File: src/dlr_pkg.sv
// Shared types, constants and helpers for the dense layer with ReLU.
package dlr_pkg;

  localparam int MAX_IN   = 16;
  localparam int MAX_OUT  = 16;
  localparam int DW       = 16;
  localparam int IN_IDX_W  = $clog2(MAX_IN);
  localparam int OUT_IDX_W = $clog2(MAX_OUT);
  localparam int WADDR_W  = OUT_IDX_W + IN_IDX_W;
  localparam int CNT_W    = 5;
  localparam int CFG_IDX_W = 2;
  localparam int ACT_W    = DW - 1;
  localparam int FRAC_W   = 8;
  // Exact sum of MAX_IN Q16.16 products plus the shifted bias
  localparam int ACC_W    = 2 * DW + IN_IDX_W + 2;

  localparam logic [CNT_W-1:0] CNT_MAX_IN  = CNT_W'(MAX_IN);
  localparam logic [CNT_W-1:0] CNT_MAX_OUT = CNT_W'(MAX_OUT);

  typedef enum logic [1:0] {
    KIND_WEIGHT = 2'd0,
    KIND_BIAS   = 2'd1,
    KIND_SAMPLE = 2'd2,
    KIND_NONE   = 2'd3
  } kind_e;

  typedef enum logic [CFG_IDX_W-1:0] {
    CFG_IN_COUNT  = 2'd0,
    CFG_OUT_COUNT = 2'd1
  } cfg_reg_e;

  typedef enum logic [1:0] {
    ST_IDLE,
    ST_ISSUE,
    ST_DRAIN,
    ST_OUT
  } state_e;

  // Tag that travels with each product through the MAC
  typedef struct packed {
    logic valid;
    logic first;
    logic last;
  } mac_ctrl_t;

  typedef struct packed {
    logic             done;
    logic [ACT_W-1:0] act;
  } mac_res_t;

  // Clamp a count into 1..hi and return count-1 as an index
  function automatic logic [IN_IDX_W-1:0] cnt_last(logic [CNT_W-1:0] v,
                                                    logic [CNT_W-1:0] hi);
    logic [CNT_W-1:0] c;
    c = v;
    if (c == '0) c = CNT_W'(1);
    if (c > hi) c = hi;
    return IN_IDX_W'(c - CNT_W'(1));
  endfunction

endpackage

File: src/dlr_mac.sv
// Shared multiply-accumulate unit with ReLU, rounding and saturation.
module dlr_mac (
  input  logic                           clk_i,
  input  logic                           rst_ni,
  input  dlr_pkg::mac_ctrl_t             ctrl_i,
  input  logic signed [dlr_pkg::DW-1:0]  weight_i,
  input  logic signed [dlr_pkg::DW-1:0]  sample_i,
  input  logic signed [dlr_pkg::DW-1:0]  bias_i,
  output dlr_pkg::mac_res_t              res_o
);

  localparam int ACC_W = dlr_pkg::ACC_W;
  localparam int DW    = dlr_pkg::DW;
  localparam int FW    = dlr_pkg::FRAC_W;
  localparam int ACT_W = dlr_pkg::ACT_W;

  dlr_pkg::mac_ctrl_t          tag_q;
  logic signed [2*DW-1:0]      prod_q;
  logic signed [DW-1:0]        bias_q;
  logic signed [ACC_W-1:0]     acc_q, acc_d, base;
  logic                        done_q;
  logic signed [ACC_W-1:0]     rnd;
  logic [ACT_W-1:0]            act;

  // Product stage
  always_ff @(posedge clk_i or negedge rst_ni) begin
    if (!rst_ni) begin
      tag_q <= '0;
    end else begin
      tag_q <= ctrl_i;
    end
  end

  always_ff @(posedge clk_i) begin
    prod_q <= weight_i * sample_i;
    bias_q <= bias_i;
  end

  // Accumulate; the first column starts from the bias in Q16.16
  always_comb begin
    base  = tag_q.first
          ? {{(ACC_W-DW-FW){bias_q[DW-1]}}, bias_q, {FW{1'b0}}}
          : acc_q;
    acc_d = base + {{(ACC_W-2*DW){prod_q[2*DW-1]}}, prod_q};
  end

  always_ff @(posedge clk_i or negedge rst_ni) begin
    if (!rst_ni) begin
      done_q <= 1'b0;
    end else begin
      done_q <= tag_q.valid & tag_q.last;
    end
  end

  always_ff @(posedge clk_i) begin
    if (tag_q.valid) acc_q <= acc_d;
  end

  // ReLU, round half up, saturate
  always_comb begin
    rnd = acc_q + ACC_W'(1 << (FW - 1));
    if (acc_q <= 0) begin
      act = '0;
    end else if ((rnd >>> FW) > ACC_W'((1 << ACT_W) - 1)) begin
      act = '1;
    end else begin
      act = rnd[FW +: ACT_W];
    end
  end

  assign res_o.done = done_q;
  assign res_o.act  = act;

endmodule

File: config.mk
export PLATFORM = sky130hd
export DESIGN_NAME = dlr_mac
export DESIGN_NICKNAME = d
export VERILOG_FILES = /design/src/dlr_pkg.sv /design/src/dlr_mac.sv
export SDC_FILE = /design/constraint.sdc
export NUM_CORES = 1
export LEC_CHECK = 0
export ABC_AREA = 1
export BUFFER_PORTS_ARGS = -buffer_cell sky130_fd_sc_hd__buf_2
export CELL_PAD_IN_SITES_DETAIL_PLACEMENT = 0
export CELL_PAD_IN_SITES_GLOBAL_PLACEMENT = 1
export CORE_ASPECT_RATIO = 1.5
export CORE_MARGIN = 2
export CORE_UTILIZATION = 44
export DETAILED_ROUTE_END_ITERATION = 8
export PLACE_DENSITY_LB_ADDON = 0.1
export SYNTH_ARGS = -nofsm -noshare
export SYNTH_HDL_FRONTEND = slang
export SYNTH_SLANG_ARGS = --single-unit
File: constraint.sdc
create_clock -name clk_i -period 2.8 [get_ports clk_i]
set_input_delay 0.28 -clock clk_i [delete_from_list [all_inputs] [get_ports clk_i]]
set_output_delay 0.28 -clock clk_i [all_outputs]
set_load 0.01 [all_outputs]
# == Word level (Yosys, flattened, before mapping) ==
# Cells that the tools add are included.
# totals
regBits,90
inputBits,53
elab_cells,16
# op_classes
n_addsub,2
n_bitwise,1
n_lt_le_gt_ge,2
muxes,3
mul,1
# op_table
op,count
38-bit adder,1
"38-bit by 9-bit adder with 38-bit output, second input constant",1
"38-bit by 1-bit <= comparator with 1-bit output, second input constant",1
38-bit 2-to-1 mux,1
16-bit by 16-bit multiplier with 32-bit output,1
"30-bit by 16-bit > comparator with 1-bit output, second input constant",1
15-bit 2-to-1 mux,2
1-bit AND,1

# == Longest topological paths before layout ==
# Gate-level depths: netlist of the first run.
# depth
depth_word,4
ltp_mapped,29

# == Worst setup path after synthesis of the first run ==
# Ideal clock, no wire load.
# synth_path
path_type,input -> register
start,input port sample_i[5] in the netlist's numbering
end,register prod_q[29]
arrival_ns,5.753
setup_ns,0.112
slack_ns,-3.065
stages,21
required_ns,2.688
cell_sequence,clkbuf_1 > clkbuf_1 > nand2_1 > fa_1 > inv_1 > fa_1 > inv_1 > fa_1 > fa_1 > inv_1 > fa_1 > inv_1 > fa_1 > inv_1 > ha_1 > a21o_1 > o21bai_1 > a221oi_1 > nand2_1 > nand2_1 > nand2_1
# synth_between
elab_chain_cells,1
# synth_lines
item,line_no,source
"start, declared",dlr_mac.sv:7,"input logic signed [dlr_pkg::DW-1:0] sample_i,"
16-bit by 16-bit multiplier with 32-bit output,dlr_mac.sv:35,prod_q <= weight_i * sample_i;
"end signal, assigned",dlr_mac.sv:35,
"end, declared",dlr_mac.sv:18,logic signed [2*DW-1:0] prod_q;
# No other way between the ends.
# A chain may end at the register's enable or synchronous reset.

# == Worst setup path after layout of the first run ==
# layout_path
start,input port weight_i[7] in the netlist's numbering
end,register prod_q[31]
# layout_between
elab_chain_cells,1
# layout_lines
item,line_no,source
"start, declared",dlr_mac.sv:6,"input logic signed [dlr_pkg::DW-1:0] weight_i,"
16-bit by 16-bit multiplier with 32-bit output,dlr_mac.sv:35,
# No other way between the ends.

==> impl_metrics.py, run 1 <==
metrics = {
    "critical_path": {
        "critPathKind": "input port to register",
        "crit_required_ns": 3.10,
        "cp_max_fo": 11,
        "cp_data_arrival_time_ns": 5.29,
        "critPathMaxStageDelay_ns": 0.54,
        "cp-end-kind": "register",
        "cp.buffers_inverters": 7,
        "r2r_setup_slack_ns": 0.03,
        "cpMaxStageDelayCell": "fa_1",
        "startpoint_type": "input port",
        "worstPathCellList": "buf_8, nand2_1, fa_1, inv_1, fa_1, inv_1, fa_1, inv_1, fa_2, fa_1, inv_2, fa_1, inv_2, ha_4, nand2_4, nor2_4, nand4_1, o211ai_1, buf_4, nand4_1, o211ai_1, xor2_1",
        "critPathTopFamily": "adder cells",
        "crit_top_cell": "fa_1",
    },
    "synthesis": {
        "synthCells": 2142,
        "yosysMostFrequentCell": "inv_1",
        "ys_ff_latch": 90,
        "synth_edf_count": 38,
        "syn_area_mm2": 0.0164,
        "synthesis.nets": 2578,
        "ys_top_cells_by_count": "inv_1, nand2_1, fa_1",
        "synth_ff_type": "dfxtp_1",
        "yosysTopAreaCell": "fa_1",
        "synth.avg_cell_area_um2": 7.64,
        "synth_cell_types": 49,
        "yosysWarnings": 0,
        "async_flop_share_pct": 4.44,
        "synthTopCellsByArea": "fa_1, inv_1, nand2_1",
        "yosysTopAreaCellShare_pct": 32.2,
        "synth-seq-area-share_pct": 13.5,
    },
    "global_route": {
        "met3_usage_pct": 2.02,
        "busiest_layer": "met2",
        "grt_first_pass_wirelength_mm": 81.7,
        "grt_overflow_total": 0,
        "met2_usage_pct": 54.4,
        "grt_usage_pct": 27.3,
        "grtUsageMet1_pct": 26.7,
        "grt_max_degree": 40,
        "antenna_found_initial": 0,
        "grt_pass1_vias": 16400,
    },
    "floorplan": {
        "die_w_um": 161,
        "io_pins": 69,
        "die-area_mm2": 0.0388,
        "row_count": 86,
        "fp.dieH_um": 240,
        "coreArea_mm2": 0.0367,
        "initial_core_util_pct": 44.6,
    },
    "routing": {
        "wire_per_inst_um": 17.0,
        "drt_iter0_drc": 647,
        "vias": 15200,
        "drtPass1Iterations": 4,
        "vias_per_cell": 4.87,
        "wl_mm": 52.9,
        "drcViolationCount": 0,
        "postRouteAntennaNets": 0,
    },
    "outcome": {
        "violations": "negative setup slack",
        "outcome": "complete, but fails checks",
    },
    "placed_design": {
        "hpwlAfterDp_mm": 43.2,
        "gp_congestion": 0.929,
        "portBuffers": 68,
        "post-place-ws_ns": -3.01,
    },
    "final_layout": {
        "nNetsFinal": 3065,
        "drive_above_1_share_pct": 40.9,
        "area_growth_pct": 49.3,
        "antenna-diode-count": 0,
    },
    "sta": {
        "worst_slack_ns": -2.20,
        "setup_viol": 36,
        "slew_headroom_pct": 65.9,
        "clock.fmax_mhz": 200,
        "finalHoldViolCount": 0,
        "finalCritPeriodShare_pct": 178,
        "report.final.slew_viol_count": 0,
        "fin_hold_ws_ns": 0.0273,
        "rsz0062_at_grt": "true",
        "worst_pin_slew_ns": 0.511,
        "fin_skew_ns": 0.0126,
        "finalCriticalPeriod_ns": 5.00,
        "fin_setup_tns_ns": -47.36,
    },
    "cts": {
        "cts_buffers": 9,
        "cts.sinks": 90,
        "tritoncts": "built",
        "cts.clk_slew.worst_paths_ns": 0.08,
        "htreeDepth": 3,
        "cts-root-buf": "clkbuf_16",
        "clockBufferDepth": 2,
        "insertion_delay_ns": 0.37,
    },
    "flow_run": {
        "drv_cap": 0,
    },
    "min_path": {
        "hold_class": "input port to register",
    },
}
==> metal layers <==
metal | vias to the layer above | share of wire (%)
li1 | 7349 | -
met1 | 7354 | 35
met2 | 313 | 55
met3 | 165 | 2.1
met4 | 0 | 7.5
met5 | - | 0
==> final timing paths <==
kind	cells past startpoint	startpoint	to
hold reg to reg	2	tag_q[0]	done_q
setup / recovery	22	weight_i[7]	prod_q[31]
min in group asynchronous	2	rst_ni	tag_q[1]
setup reg to reg	12	tag_q[1]	acc_q[30]
hold / removal	1	bias_i[13]	bias_q[13]
max in group asynchronous	2	rst_ni	tag_q[1]
==> cell usage in the layout (no fill, tap or decap), types with 6 or more instances in the layout <==
master         instances
ha_1                  55
nor2_4                31
nand3_2               15
nor2_2                43
o21ai_2               28
buf_4                368
a21o_1                 8
nand3_1               28
fa_1                 236
xor2_1                65
nand2_1              385
o21ai_1               16
ha_4                  61
a21oi_4               17
buf_6                 77
buf_12                27
nand4_1               18
a21oi_2               44
inv_2                 99
fa_2                  27
dfxtp_1               48
xnor2_1               22
nor2_1                78
nand2_4               27
nand2_2               72
clkbuf_16             13
buf_2                 37
o21ai_0               20
buf_8                  8
a21oi_1               25
edfxtp_1              38
dlygate4sd3_1         19
o21bai_1               8
mux2_4                 6
inv_1                461
==> kinds of logic (layout without fill, tap and decap cells) <==
| group | after synthesis | after routing | synth area share, % |
|---|---|---|---|
| AO/OA/AOI/OAI | 207 | 207 | 7.20 |
| XOR/XNOR | 88 | 88 | 4.71 |
| adder cells (fa/ha/maj) | 383 | 383 | 41.4 |
| buffers and inverters | 631 | 1122 | 14.6 |
| flip-flops | 90 | 90 | 13.5 |
| multiplexers | 7 | 7 | 0.482 |
| AND/OR/NAND/NOR | 736 | 737 | 18.2 |
==> metrics by stage <==
step	instances	utilization [%]	cell area (µm²)
2_1_floorplan	2142	-	17500
3_3_place_gp	2967	55.7	20400
3_5_place_dp	2967	55.7	20400
4_1_cts	3051	61.5	22600
5_1_grt	3118	66.6	24400
6_report	3118	66.6	24400
==> what timing repair did <==
item                                    in CTS  in global routing
gates cloned                                 2                  5
endpoints found under the setup margin      62                 62
gates resized for setup                    323                354
endpoints found under the hold margin       22                  0
hold buffers                                19                  0
buffers inserted                            48                 67
pin swaps                                  136                174
==> final cells by class <==
type / instances / area (µm²)
Inverter: 565 / 2140
Sequential cell: 90 / 2200
Clock inverter: 7 / 71.3
Timing Repair Buffer: 541 / 4770
Clock buffer: 9 / 225
Multi-Input combinational cell: 1422 / 14400
Fill cell: 3024 / 12300
Tap cell: 484 / 606
==> registers in the layout, indices dropped and copies added (netlist names) <==
name,cells
acc_q,38
bias_q,16
prod_q,32
tag_q,3
done_q,1
Power of run 1 is left out: the tool's default activity adds up to more than one toggle a clock period on the data nets, which glitch-free logic cannot reach.
==> run 2: changes to the inputs <==
Settings changed: CELL_PAD_IN_SITES_DETAIL_PLACEMENT 0 to default, CELL_PAD_IN_SITES_GLOBAL_PLACEMENT 1 to default, CORE_UTILIZATION 44 to 59, PLACE_DENSITY from default to 0.8, PLACE_DENSITY_LB_ADDON 0.1 to default.
==> run 2 against run 1 <==
The flow still finishes with violations (negative setup slack). Register-to-register slack lost 0.53 ns. Global-route usage grew 9.1 points. First-iteration DRC count grew to 2.8 times the previous value. Final cell count shrank 7.8%. Via count grew 14%. Utilization grew 18 points. Sequential share of layout area grew 0.60 points. Clock-buffer cell count grew 1. Critical endpoint is now prod_q[26].
==> impl_metrics.py, run 2 (same netlist as run 1, synthesis figures left out) <==
metrics = {
    "routing": {
        "vias_per_cell": 6.04,
        "drt_iter0_drc": 1840,
        "drtPass1Iterations": 9,
        "highest_layer": "met5",
        "vias": 17400,
        "wl_met2_mm": 32.4,
        "postRouteAntennaNets": 0,
        "wl_met3_mm": 5.98,
        "drcViolationCount": 0,
        "wl_mm": 66.2,
        "wl_met1_mm": 19.5,
        "wire_per_inst_um": 23.0,
    },
    "critical_path": {
        "cp-startpoint": "sample_i[15]",
        "r2r_start": "tag_q[1]",
        "cp_max_fo": 5,
        "startpoint_type": "input port",
        "crit_required_ns": 3.09,
        "cp-end-kind": "register",
        "cp_data_arrival_time_ns": 5.87,
        "critPathKind": "input port to register",
    },
    "final_layout": {
        "reg_top3": "acc_q: 38 flops, prod_q: 32 flops, bias_q: 16 flops",
        "area_growth_pct": 39.9,
        "nNetsFinal": 2962,
        "drive_above_1_share_pct": 36.8,
        "largest_reg_flops": 38,
        "top_register": "acc_q",
        "layout_commonest_cell": "inv_1",
        "final_cells": 2874,
        "final_cell_mix": "inv_1, nand2_1, buf_4",
        "n_fill_cell": 1380,
    },
    "cts": {
        "insertion_delay_ns": 0.37,
        "clockBufferDepth": 2,
        "htreeDepth": 3,
        "cts.sinks": 90,
        "cts-root-buf": "clkbuf_16",
        "tritoncts": "built",
        "cts.clk_slew.worst_paths_ns": 0.08,
        "cts_buffers": 9,
    },
    "sta": {
        "rsz0062_at_grt": "true",
        "slew_headroom_pct": 64.3,
        "report.final.slew_viol_count": 0,
        "fin_setup_tns_ns": -63.31,
        "fin_skew_ns": 0.0138,
        "finalCritPeriodShare_pct": 199,
        "worst_pin_slew_ns": 0.536,
        "finalCriticalPeriod_ns": 5.58,
        "clock.fmax_mhz": 179,
        "finalHoldViolCount": 0,
        "worst_slack_ns": -2.78,
        "setup_viol": 63,
    },
    "global_route": {
        "grt_overflow_total": 0,
        "grt_first_pass_wirelength_mm": 83.6,
        "grt_max_degree": 40,
        "grt_pass1_vias": 17400,
        "grt_usage_pct": 36.4,
        "antenna_found_initial": 5,
    },
    "flow_run": {
        "drv_cap": 0,
    },
    "floorplan": {
        "die-area_mm2": 0.0291,
        "die_w_um": 140,
        "coreArea_mm2": 0.0272,
        "row_count": 74,
        "initial_core_util_pct": 60.1,
        "io_pins": 69,
        "fp.dieH_um": 208,
    },
    "placed_design": {
        "gp_congestion": 1.02,
        "post-place-cells": 2779,
        "post-place-ws_ns": -2.96,
        "hpwlAfterDp_mm": 40.1,
        "portBuffers": 68,
    },
    "min_path": {
        "hold_start": "bias_i[3]",
        "hold_class": "input port to register",
    },
    "outcome": {
        "outcome": "complete, but fails checks",
        "violations": "negative setup slack",
    },
}
-- run 2: cell types whose count changed in the layout (fill, tap and decap cells not counted), moves of 12 or more --
cell	delta
nand2_1	+19
nor2_1	+23
o21ai_2	-16
nor2_4	-12
dlygate4sd3_1	-18
nand2_2	-21
buf_4	-69
-- run 2: worst paths after layout --
| check | depth (start not counted) | slack, ns | to |
|---|---|---|---|
| max in group asynchronous | 2 | 2.43 | tag_q[1] |
| hold / removal | 1 | 0.004 | bias_q[3] |
| setup / recovery | 22 | -2.78 | prod_q[26] |
| hold reg to reg | 2 | 0.45 | done_q |
| setup reg to reg | 12 | -0.50 | acc_q[30] |
| min in group asynchronous | 2 | 0.25 | done_q |
-- run 2: timing repair --
item | CTS | global route
resized for setup | 249 | 318
pin swaps | 109 | 149
cloned | 1 | 2
endpoints found under the setup margin | 57 | 63
buffers inserted | 32 | 45
hold buffers | 1 | 0
hold endpoints to repair | 4 | 0
-- run 2: stage by stage --
| step | instance area [µm²] | util (%) | hold slack [ns] |
|---|---|---|---|
| detailed placement | 19900 | 73.2 | 0.0869 |
| floorplan | 17500 | - | -0.0156 |
| CTS | 21400 | 78.5 | 0.00338 |
| global route | 22900 | 84.1 | -0.00452 |
| global placement | 19900 | 73.2 | 0.0815 |
| finish | 22900 | 84.1 | 0.00415 |
-- run 2: worst max-delay path, stage by stage --
cell       delay, ns
buf_8           0.08
inv_8           0.03
bufbuf_16       0.26
nor2_1          0.21
fa_1            0.49
fa_1            0.55
fa_1            0.60
fa_2            0.45
fa_1            0.49
inv_1           0.05
fa_1            0.49
inv_2           0.05
ha_4            0.30
nand2_4         0.08
inv_2           0.07
nand2_4         0.11
nor3_4          0.38
nand4_1         0.25
nand3_2         0.19
a21o_1          0.21
buf_6           0.12
xor2_1          0.12
-- run 2: per-layer routing --
layer | vias to the layer above | global-route usage, %
met4 | 4 | 28.2
met3 | 666 | 3.34
met1 | 8192 | 35.6
met5 | - | 0
met2 | 1374 | 69.0
li1 | 7137 | -
-- run 2: layout make-up --
type	count	area, µm²	share of cell area [%]
multi-input cells	1421	14000	61.3
repair buffers	439	3820	16.7
flip-flops and latches	90	2200	9.62
inverters	565	2140	9.36
well taps	342	428	1.87
clock buffers	10	229	1.00
clock inverters	6	38.8	0.169
diodes	1	2.50	0.0109
Power of run 2 is left out for the same reason.
